### src/design/rfa_pkg.sv
package rfa_pkg;

   localparam int OPERAND_WIDTH_DEFAULT = 16;
   localparam int RES_NUM_WIDTH = 32;
   localparam int RES_DEN_WIDTH = 30;

   typedef enum logic [1:0] {
      ACT_ADD = 2'd0,
      ACT_SUB = 2'd1,
      ACT_MUL = 2'd2,
      ACT_DIV = 2'd3
   } action_type;

   typedef enum logic [3:0] {
      ST_IDLE,
      ST_MUL1,
      ST_MUL2,
      ST_MUL3,
      ST_SETUP,
      ST_GCD,
      ST_DIVN_START,
      ST_DIVN_WAIT,
      ST_DIVD_START,
      ST_DIVD_WAIT,
      ST_DONE
   } state_type;

endpackage

### src/design/rfa_if.sv
interface rfa_req_if #(parameter int W = rfa_pkg::OPERAND_WIDTH_DEFAULT);
   logic valid;
   logic ready;
   logic [1:0] action;
   logic signed [W-1:0] a_num;
   logic [W-2:0] a_den;
   logic signed [W-1:0] b_num;
   logic [W-2:0] b_den;
   modport source(output valid, action, a_num, a_den, b_num, b_den, input ready);
   modport sink(input valid, action, a_num, a_den, b_num, b_den, output ready);
endinterface

interface rfa_rsp_if;
   logic valid;
   logic ready;
   logic signed [rfa_pkg::RES_NUM_WIDTH-1:0] res_num;
   logic [rfa_pkg::RES_DEN_WIDTH-1:0] res_den;
   logic status;
   modport source(output valid, res_num, res_den, status, input ready);
   modport sink(input valid, res_num, res_den, status, output ready);
endinterface

### src/design/rfa_divider.sv
// Restoring divider, one quotient bit per cycle.
module rfa_divider #(parameter int N = 32) (
   input  logic         clock,
   input  logic         reset,
   input  logic         start,
   input  logic [N-1:0] dividend,
   input  logic [N-1:0] divisor,
   output logic [N-1:0] quotient,
   output logic         done
);
   localparam int CW = $clog2(N + 1);

   logic [N-1:0]  quo_ff, quo_in;
   logic [N:0]    rem_ff, rem_in;
   logic [N-1:0]  dsr_ff, dsr_in;
   logic [CW-1:0] cnt_ff, cnt_in;
   logic          busy_ff, busy_in;
   logic          done_ff, done_in;
   logic [N:0]    trial;

   always_comb begin
      quo_in  = quo_ff;
      rem_in  = rem_ff;
      dsr_in  = dsr_ff;
      cnt_in  = cnt_ff;
      busy_in = busy_ff;
      done_in = 1'b0;
      trial   = {rem_ff[N-1:0], quo_ff[N-1]};
      if (start) begin
         quo_in  = dividend;
         rem_in  = '0;
         dsr_in  = divisor;
         cnt_in  = CW'(N);
         busy_in = 1'b1;
      end else if (busy_ff) begin
         if (trial >= {1'b0, dsr_ff}) begin
            rem_in = trial - {1'b0, dsr_ff};
            quo_in = {quo_ff[N-2:0], 1'b1};
         end else begin
            rem_in = trial;
            quo_in = {quo_ff[N-2:0], 1'b0};
         end
         cnt_in = cnt_ff - 1'b1;
         if (cnt_ff == CW'(1)) begin
            busy_in = 1'b0;
            done_in = 1'b1;
         end
      end
   end

   always_ff @(posedge clock) begin
      if (reset) begin
         busy_ff <= 1'b0;
         done_ff <= 1'b0;
         cnt_ff  <= '0;
      end else begin
         busy_ff <= busy_in;
         done_ff <= done_in;
         cnt_ff  <= cnt_in;
      end
      quo_ff <= quo_in;
      rem_ff <= rem_in;
      dsr_ff <= dsr_in;
   end

   assign quotient = quo_ff;
   assign done     = done_ff;
endmodule

### src/design/rational_fraction_alu_unit.sv
// Channel   Direction  Contents
// req       in         action, a_num, a_den, b_num, b_den
// rsp       out        res_num, res_den, status
//
// A transaction with a nonzero result runs through the multiply states, a setup
// state, a binary gcd, and two divisions through one shared restoring divider.
// A zero result or a zero result denominator skips the gcd and the divisions.
// Reset is synchronous and active high; it returns the sequencer to idle.
// The block takes no request while a transaction is in work or its result waits.
// A stalled result holds in the output register until it is taken.
module rational_fraction_alu_unit #(
   parameter int OPERAND_WIDTH = rfa_pkg::OPERAND_WIDTH_DEFAULT
) (
   input logic clock,
   input logic reset,
   rfa_req_if.sink   req,
   rfa_rsp_if.source rsp
);
   // Products need two operand widths; this is the working width.
   localparam int PW = 2 * OPERAND_WIDTH;
   localparam int SW = $clog2(PW + 1);

   rfa_pkg::state_type state_ff, state_in;

   logic [1:0]                  act_ff;
   logic signed [OPERAND_WIDTH-1:0] an_ff, bn_ff;
   logic [OPERAND_WIDTH-2:0]    ad_ff, bd_ff;

   // One shared signed multiplier, one product per cycle.
   logic signed [OPERAND_WIDTH:0] mul_x, mul_y;
   logic signed [PW+1:0]          mul_p;
   logic signed [PW+1:0]          p1_ff, p1_in, num_ff, num_in;
   logic signed [PW+1:0]          den_ff, den_in;

   // Magnitudes and gcd working values.
   logic [PW:0]  nm_ff, nm_in, dm_ff, dm_in;
   logic [PW:0]  gx_ff, gx_in, gy_ff, gy_in;
   logic [SW:0]  sh_ff, sh_in;
   logic [PW:0]  g_ff, g_in;
   logic         neg_ff, neg_in;

   // Output register.
   logic                       ovalid_ff, ovalid_in;
   logic [rfa_pkg::RES_NUM_WIDTH-1:0] onum_ff, onum_in;
   logic [rfa_pkg::RES_DEN_WIDTH-1:0] oden_ff, oden_in;
   logic                       ost_ff, ost_in;

   // Divider sharing.
   logic        div_start, div_done;
   logic [PW:0] div_a, div_q;
   logic [PW:0] qn_ff, qn_in;
   logic [PW:0] rn;

   rfa_divider #(.N(PW + 1)) u_div (
      .clock(clock), .reset(reset), .start(div_start),
      .dividend(div_a), .divisor(g_ff), .quotient(div_q), .done(div_done)
   );
   assign div_a = (state_ff == rfa_pkg::ST_DIVN_START) ? nm_ff : dm_ff;

   assign mul_p = (PW + 2)'(mul_x * mul_y);

   always_comb begin
      mul_x = {an_ff[OPERAND_WIDTH-1], an_ff};
      mul_y = $signed({2'b00, bd_ff});
      case (state_ff)
         rfa_pkg::ST_MUL1: begin
            mul_x = {an_ff[OPERAND_WIDTH-1], an_ff};
            mul_y = (act_ff == rfa_pkg::ACT_MUL) ? {bn_ff[OPERAND_WIDTH-1], bn_ff}
                                                 : $signed({2'b00, bd_ff});
         end
         rfa_pkg::ST_MUL2: begin
            mul_x = $signed({2'b00, ad_ff});
            mul_y = {bn_ff[OPERAND_WIDTH-1], bn_ff};
         end
         rfa_pkg::ST_MUL3: begin
            mul_x = $signed({2'b00, ad_ff});
            mul_y = $signed({2'b00, bd_ff});
         end
         default: ;
      endcase
   end

   assign rn = neg_ff ? (~qn_ff + 1'b1) : qn_ff;

   always_comb begin
      state_in  = state_ff;
      p1_in     = p1_ff;
      num_in    = num_ff;
      den_in    = den_ff;
      nm_in     = nm_ff;
      dm_in     = dm_ff;
      gx_in     = gx_ff;
      gy_in     = gy_ff;
      sh_in     = sh_ff;
      g_in      = g_ff;
      neg_in    = neg_ff;
      qn_in     = qn_ff;
      ovalid_in = ovalid_ff;
      onum_in   = onum_ff;
      oden_in   = oden_ff;
      ost_in    = ost_ff;
      div_start = 1'b0;
      req.ready = (state_ff == rfa_pkg::ST_IDLE) && !ovalid_ff;
      if (ovalid_ff && rsp.ready) ovalid_in = 1'b0;
      case (state_ff)
         rfa_pkg::ST_IDLE: begin
            if (req.valid && req.ready) state_in = rfa_pkg::ST_MUL1;
         end
         rfa_pkg::ST_MUL1: begin
            p1_in    = mul_p;
            state_in = rfa_pkg::ST_MUL2;
         end
         rfa_pkg::ST_MUL2: begin
            // Second product: ad*bn is the divide denominator or a cross term; multiply drops it.
            case (act_ff)
               rfa_pkg::ACT_ADD: num_in = p1_ff + mul_p;
               rfa_pkg::ACT_SUB: num_in = p1_ff - mul_p;
               rfa_pkg::ACT_MUL: num_in = p1_ff;
               default: begin
                  num_in = p1_ff;
                  den_in = mul_p;
               end
            endcase
            state_in = rfa_pkg::ST_MUL3;
         end
         rfa_pkg::ST_MUL3: begin
            if (act_ff != rfa_pkg::ACT_DIV) den_in = mul_p;
            state_in = rfa_pkg::ST_SETUP;
         end
         rfa_pkg::ST_SETUP: begin
            neg_in = num_ff[PW+1] ^ den_ff[PW+1];
            nm_in  = num_ff[PW+1] ? (PW+1)'(-num_ff) : (PW+1)'(num_ff);
            dm_in  = den_ff[PW+1] ? (PW+1)'(-den_ff) : (PW+1)'(den_ff);
            gx_in  = nm_in;
            gy_in  = dm_in;
            sh_in  = '0;
            if (den_ff == '0) begin
               onum_in   = '0;
               oden_in   = rfa_pkg::RES_DEN_WIDTH'(1);
               ost_in    = 1'b1;
               state_in  = rfa_pkg::ST_DONE;
            end else if (num_ff == '0) begin
               onum_in   = '0;
               oden_in   = rfa_pkg::RES_DEN_WIDTH'(1);
               ost_in    = 1'b0;
               state_in  = rfa_pkg::ST_DONE;
            end else begin
               state_in  = rfa_pkg::ST_GCD;
            end
         end
         rfa_pkg::ST_GCD: begin
            // Binary gcd, one step per cycle.
            if (gx_ff == gy_ff) begin
               g_in     = gx_ff << sh_ff;
               state_in = rfa_pkg::ST_DIVN_START;
            end else if (!gx_ff[0] && !gy_ff[0]) begin
               gx_in = gx_ff >> 1;
               gy_in = gy_ff >> 1;
               sh_in = sh_ff + 1'b1;
            end else if (!gx_ff[0]) begin
               gx_in = gx_ff >> 1;
            end else if (!gy_ff[0]) begin
               gy_in = gy_ff >> 1;
            end else if (gx_ff > gy_ff) begin
               gx_in = (gx_ff - gy_ff) >> 1;
            end else begin
               gy_in = (gy_ff - gx_ff) >> 1;
            end
         end
         rfa_pkg::ST_DIVN_START: begin
            div_start = 1'b1;
            state_in  = rfa_pkg::ST_DIVN_WAIT;
         end
         rfa_pkg::ST_DIVN_WAIT: begin
            if (div_done) begin
               qn_in    = div_q;
               state_in = rfa_pkg::ST_DIVD_START;
            end
         end
         rfa_pkg::ST_DIVD_START: begin
            div_start = 1'b1;
            state_in  = rfa_pkg::ST_DIVD_WAIT;
         end
         rfa_pkg::ST_DIVD_WAIT: begin
            if (div_done) begin
               onum_in  = rfa_pkg::RES_NUM_WIDTH'(rn);
               oden_in  = rfa_pkg::RES_DEN_WIDTH'(div_q);
               ost_in   = 1'b0;
               state_in = rfa_pkg::ST_DONE;
            end
         end
         rfa_pkg::ST_DONE: begin
            ovalid_in = 1'b1;
            state_in  = rfa_pkg::ST_IDLE;
         end
         default: state_in = rfa_pkg::ST_IDLE;
      endcase
   end

   always_ff @(posedge clock) begin
      if (reset) begin
         state_ff  <= rfa_pkg::ST_IDLE;
         ovalid_ff <= 1'b0;
      end else begin
         state_ff  <= state_in;
         ovalid_ff <= ovalid_in;
      end
      if (req.valid && req.ready) begin
         act_ff <= req.action;
         an_ff  <= req.a_num;
         ad_ff  <= req.a_den;
         bn_ff  <= req.b_num;
         bd_ff  <= req.b_den;
      end
      p1_ff   <= p1_in;
      num_ff  <= num_in;
      den_ff  <= den_in;
      nm_ff   <= nm_in;
      dm_ff   <= dm_in;
      gx_ff   <= gx_in;
      gy_ff   <= gy_in;
      sh_ff   <= sh_in;
      g_ff    <= g_in;
      neg_ff  <= neg_in;
      qn_ff   <= qn_in;
      onum_ff <= onum_in;
      oden_ff <= oden_in;
      ost_ff  <= ost_in;
   end

   assign rsp.valid   = ovalid_ff;
   assign rsp.res_num = onum_ff;
   assign rsp.res_den = oden_ff;
   assign rsp.status  = ost_ff;
endmodule

### src/flat_wrapper.sv
// flat-port wrapper written by rule: the top's interface ports become plain ports
module rational_fraction_alu_unit_flat 
#(
   parameter int OPERAND_WIDTH = rfa_pkg::OPERAND_WIDTH_DEFAULT
)
  (clock, reset, req_valid, req_action, req_a_num, req_a_den, req_b_num, req_b_den, req_ready, rsp_valid, rsp_res_num, rsp_res_den, rsp_status, rsp_ready);
  rfa_req_if #(.W((rfa_pkg::OPERAND_WIDTH_DEFAULT))) req_i ();
  rfa_rsp_if rsp_i ();
  input logic clock;
  input logic reset;
  input wire logic [$bits(req_i.valid)-1:0] req_valid;
  input wire logic [$bits(req_i.action)-1:0] req_action;
  input wire logic [$bits(req_i.a_num)-1:0] req_a_num;
  input wire logic [$bits(req_i.a_den)-1:0] req_a_den;
  input wire logic [$bits(req_i.b_num)-1:0] req_b_num;
  input wire logic [$bits(req_i.b_den)-1:0] req_b_den;
  output wire logic [$bits(req_i.ready)-1:0] req_ready;
  output wire logic [$bits(rsp_i.valid)-1:0] rsp_valid;
  output wire logic [$bits(rsp_i.res_num)-1:0] rsp_res_num;
  output wire logic [$bits(rsp_i.res_den)-1:0] rsp_res_den;
  output wire logic [$bits(rsp_i.status)-1:0] rsp_status;
  input wire logic [$bits(rsp_i.ready)-1:0] rsp_ready;
  assign req_i.valid = req_valid;
  assign req_i.action = req_action;
  assign req_i.a_num = req_a_num;
  assign req_i.a_den = req_a_den;
  assign req_i.b_num = req_b_num;
  assign req_i.b_den = req_b_den;
  assign req_ready = req_i.ready;
  assign rsp_valid = rsp_i.valid;
  assign rsp_res_num = rsp_i.res_num;
  assign rsp_res_den = rsp_i.res_den;
  assign rsp_status = rsp_i.status;
  assign rsp_i.ready = rsp_ready;
  rational_fraction_alu_unit #(.OPERAND_WIDTH(OPERAND_WIDTH)) u_core (.clock(clock), .reset(reset), .req(req_i), .rsp(rsp_i));
endmodule
### config.mk
export PLATFORM = sky130hd
export DESIGN_NAME = rational_fraction_alu_unit_flat
export DESIGN_NICKNAME = d
export VERILOG_FILES = /design/src/design/rfa_pkg.sv /design/src/design/rfa_if.sv /design/src/design/rfa_divider.sv /design/src/design/rational_fraction_alu_unit.sv /design/src/flat_wrapper.sv
export SDC_FILE = /design/constraint.sdc
export NUM_CORES = 2
export LEC_CHECK = 0
export BUFFER_PORTS_ARGS = -buffer_cell sky130_fd_sc_hd__buf_2
export CELL_PAD_IN_SITES_DETAIL_PLACEMENT = 0
export CELL_PAD_IN_SITES_GLOBAL_PLACEMENT = 1
export CORE_UTILIZATION = 51
export CTS_BUF_LIST = sky130_fd_sc_hd__clkbuf_8 sky130_fd_sc_hd__clkbuf_16
export CTS_CLUSTER_DIAMETER = 120
export CTS_CLUSTER_SIZE = 14
export DETAILED_ROUTE_END_ITERATION = 8
export GPL_ROUTABILITY_DRIVEN = 1
export PLACE_DENSITY = 0.85
export SYNTH_ARGS = -nofsm -noshare
export SYNTH_HDL_FRONTEND = slang
export SYNTH_SLANG_ARGS = --single-unit
### constraint.sdc
create_clock -name clock -period 13.8 [get_ports clock]
set_clock_uncertainty 0.15 [all_clocks]
set_input_delay 2.76 -clock clock [delete_from_list [all_inputs] [get_ports clock]]
set_output_delay 2.76 -clock clock [all_outputs]
set_load 0.05 [all_outputs]
==> results by group <==
Status
  – Outcome: finished clean

Yosys
  – Post-Syn Area per Cell: 9.87 µm²
  – Syn Nets: 4,869
  – Sequential fraction of the synthesis area: 0.377
  – Ys Warns: 0
  – Number of synthesized flops with an enable pin: 500
  – Post-Synthesis Cells: 4,286
  – Compound-gate portion of the synthesized area: 0.143
  – Main combinational cell family by area after synthesis: adder cells
  – Dominant synthesized flop cell: edfxtp_1
  – Mux cell area share after synthesis: 0.0303
  – Netlist Area Pre-Place: 42,300 µm²
  – Synth Area in XOR/XNOR: 0.0532
  – Netlist cell types: 94
  – Post-Synth Simple-Gate Area: 0.135
  – Synth Register Bits: 546
  – Asr flop ratio synth: 0
  – Post-Synth Adder-Cell Area: 0.204

Critical path
  – Critical Path Most Common Cell: fa_1
  – Startpoint Class: register
  – WP buf/inv: 4
  – Crit Path Category: register to register
  – Crit end category: register
  – Max incr delay on CP: 0.77 ns
  – Critical path data arrival time: 12.32 ns
  – Slowest-stage cell, CP: o311ai_0
  – Worst-path fanout max: 21
  – Top delay family on crit path: adder cells
  – Data required, critical path: 13.99 ns

Die
  – Io pins: 133
  – Die H: 290 µm
  – Die ar.: 84,100 µm²
  – # rows: 105
  – Core Area: 82,100 µm²
  – Die span in x: 290 µm
  – Initial Utilization: 0.515

CTS
  – CTS root buf: clkbuf_16
  – Reg clk slew, reported paths: 0.07 ns
  – Num CTS Buffers: 46
  – Post-CTS Resized: 0
  – CTS tree: done
  – Clock latency on the worst-skew pair: 0.64 ns
  – Clock Sinks: 546
  – H-tree Lvls: 2
  – Cts-stage hold buffer count: 0
  – Post-CTS setup buffer count: 0
  – Clk buf depth: 3

Run
  – Max-cap violations: 0

Global routing
  – Vias in the first global route: 30,892
  – GRT Overall Usage: 0.273
  – Remaining Overflow, GRT: 0
  – Initial antenna violation count: 4
  – Largest net degree at the start of global routing: 99
  – Global-route wire length before repair: 178,000 µm

Detailed routing
  – Initial DRC count: 2,626
  – WL final: 116,000 µm
  – Residual DRC: 0
  – Vias per cell: 5.87
  – First-pass DRT Iterations: 6
  – Via Count: 31,795
  – DR WL/cell: 21.4 µm
  – ANT nets after route: 0

Finish
  – Post-route cell area: 45,400 µm²
  – Number of nets in the layout: 4,912
  – Filler instances: 7,287
  – Layout area overhead: 7.31%
  – Share of cells above drive strength 1: 0.0773
  – Final core utilization: 0.553

Timing
  – Unrepaired setup endpoints after global routing: false
  – Slew @ Worst Pin: 1.09 ns
  – Setup violators final: 0
  – Rel. slew slack: 0.270
  – Final TNS setup: 0 ns
  – FMAX: 0.0825 GHz
  – Slew Viols, Final: 0
  – Tcrit/Tclk final: 0.879
  – Final min period: 12.12 ns
  – Final hold vios: 0

Placement
  – DP HPWL: 90,600 µm
  – PortBufs: 132
  – DP Area: 44,100 µm²
  – GPL Wtd Cong: 0.973

Worst hold path
  – Hold Crit Class: register to register
==> per-layer routing <==
metal | global-route usage | vias up | routed length, µm
li1 | - | 14961 | -
met4 | 0.111 | 2 | 4840
met3 | 0.0406 | 232 | 7320
met5 | 0 | - | 20
met2 | 0.470 | 1031 | 57300
met1 | 0.345 | 15569 | 46700
==> final cells by class <==
type,count,area (µm²),area share
diodes,1,2.50,0.0000551
clock buffers,47,1180,0.0259
clock inverters,20,151,0.00333
inverters,469,1760,0.0388
multi-input cells,3088,24000,0.529
flip-flops and latches,546,15900,0.351
well taps,1070,1340,0.0295
repair buffers,178,1010,0.0222
==> state kept, by name, summed over array words and instances (netlist names), 30 cells and up <==
name and flops:
u_core.gy_ff 33, u_core.g_ff 33, u_core.gx_ff 33, u_core.rsp.res_num 32, u_core.dm_ff 33, u_core.p1_ff 34
u_core.qn_ff 32, u_core.u_div.quotient 33, u_core.nm_ff 33, u_core.num_ff 34, u_core.u_div.dsr_ff 33, u_core.u_div.rem_ff 33
u_core.den_ff 34, u_core.rsp.res_den 30
==> Yosys cell counts, types with 18 or more instances <==
master / n / area share
a211oi_1: 18 / 0.0032
a21o_1: 90 / 0.016
a21oi_1: 229 / 0.027
a31oi_1: 59 / 0.0087
and2_1: 18 / 0.0027
and3_1: 50 / 0.0074
clkbuf_1: 166 / 0.015
dfxtp_1: 46 / 0.022
edfxtp_1: 500 / 0.35
fa_1: 291 / 0.14
ha_1: 224 / 0.066
inv_1: 468 / 0.042
mux2_2: 22 / 0.0059
mux2i_1: 74 / 0.018
nand2_1: 449 / 0.040
nand2b_1: 45 / 0.0067
nand3_1: 49 / 0.0058
nand4_1: 27 / 0.0040
nor2_1: 403 / 0.036
nor2b_1: 34 / 0.0050
nor3_1: 51 / 0.0060
o211ai_1: 22 / 0.0039
o21a_1: 43 / 0.0076
o21ai_0: 267 / 0.032
o21bai_1: 18 / 0.0032
o22ai_1: 40 / 0.0059
o31ai_1: 34 / 0.0060
or3_1: 32 / 0.0047
xnor2_1: 169 / 0.035
xor2_1: 88 / 0.018
==> kinds of logic after synthesis <==
logic type | Yosys count
multiplexers | 109
XOR/XNOR | 257
buffers and inverters | 652
AO/OA/AOI/OAI | 958
adder cells (fa/ha/maj) | 515
flip-flops | 546
AND/OR/NAND/NOR | 1249
==> layout by cell type, fill, tap and decap left out, types with 58 or more instances in the layout <==
cell,Yosys,routed
nand2_1,449,448
inv_1,468,481
mux2i_1,74,73
a21oi_1,229,227
a31oi_1,59,58
edfxtp_1,500,500
fa_1,291,291
xor2_1,88,88
buf_2,4,132
a21o_1,90,89
ha_1,224,224
o21ai_0,267,266
xnor2_1,169,169
nor2_1,403,394
==> worst register-to-register path, delay by kind of cell (launching register included) <==
kind	cells	cell delay [ns]
AO/OA/AOI/OAI	12	3.15
XOR/XNOR	1	0.09
adder cells (fa/ha/maj)	8	3.64
buffers and inverters	4	0.75
flip-flops	1	0.60
AND/OR/NAND/NOR	12	3.48
==> through the flow <==
stage,instances,hold slack (ns),setup slack (ns)
3_5_place_dp,5351,0.255,1.76
4_1_cts,5418,0.264,1.75
5_1_grt,5418,0.272,0.856
3_3_place_gp,5351,0.251,2.02
2_1_floorplan,4286,0.250,3.18
6_report,5419,0.264,1.68
==> path summary, 6_finish.rpt <==
kind                                  end  cells after the start  slack [ns]              from
setup / recovery        u_core.num_ff[33]                     37        1.68  u_core.act_ff[0]
hold / removal    u_core.u_div.dsr_ff[26]                      0        0.26   u_core.g_ff[26]
setup reg to reg        u_core.num_ff[33]                     37        1.68  u_core.act_ff[0]
hold reg to reg   u_core.u_div.dsr_ff[26]                      0        0.26   u_core.g_ff[26]
Power is not shown: default switching activity piles up to over one toggle a cycle in this logic, so the estimate is an artifact.
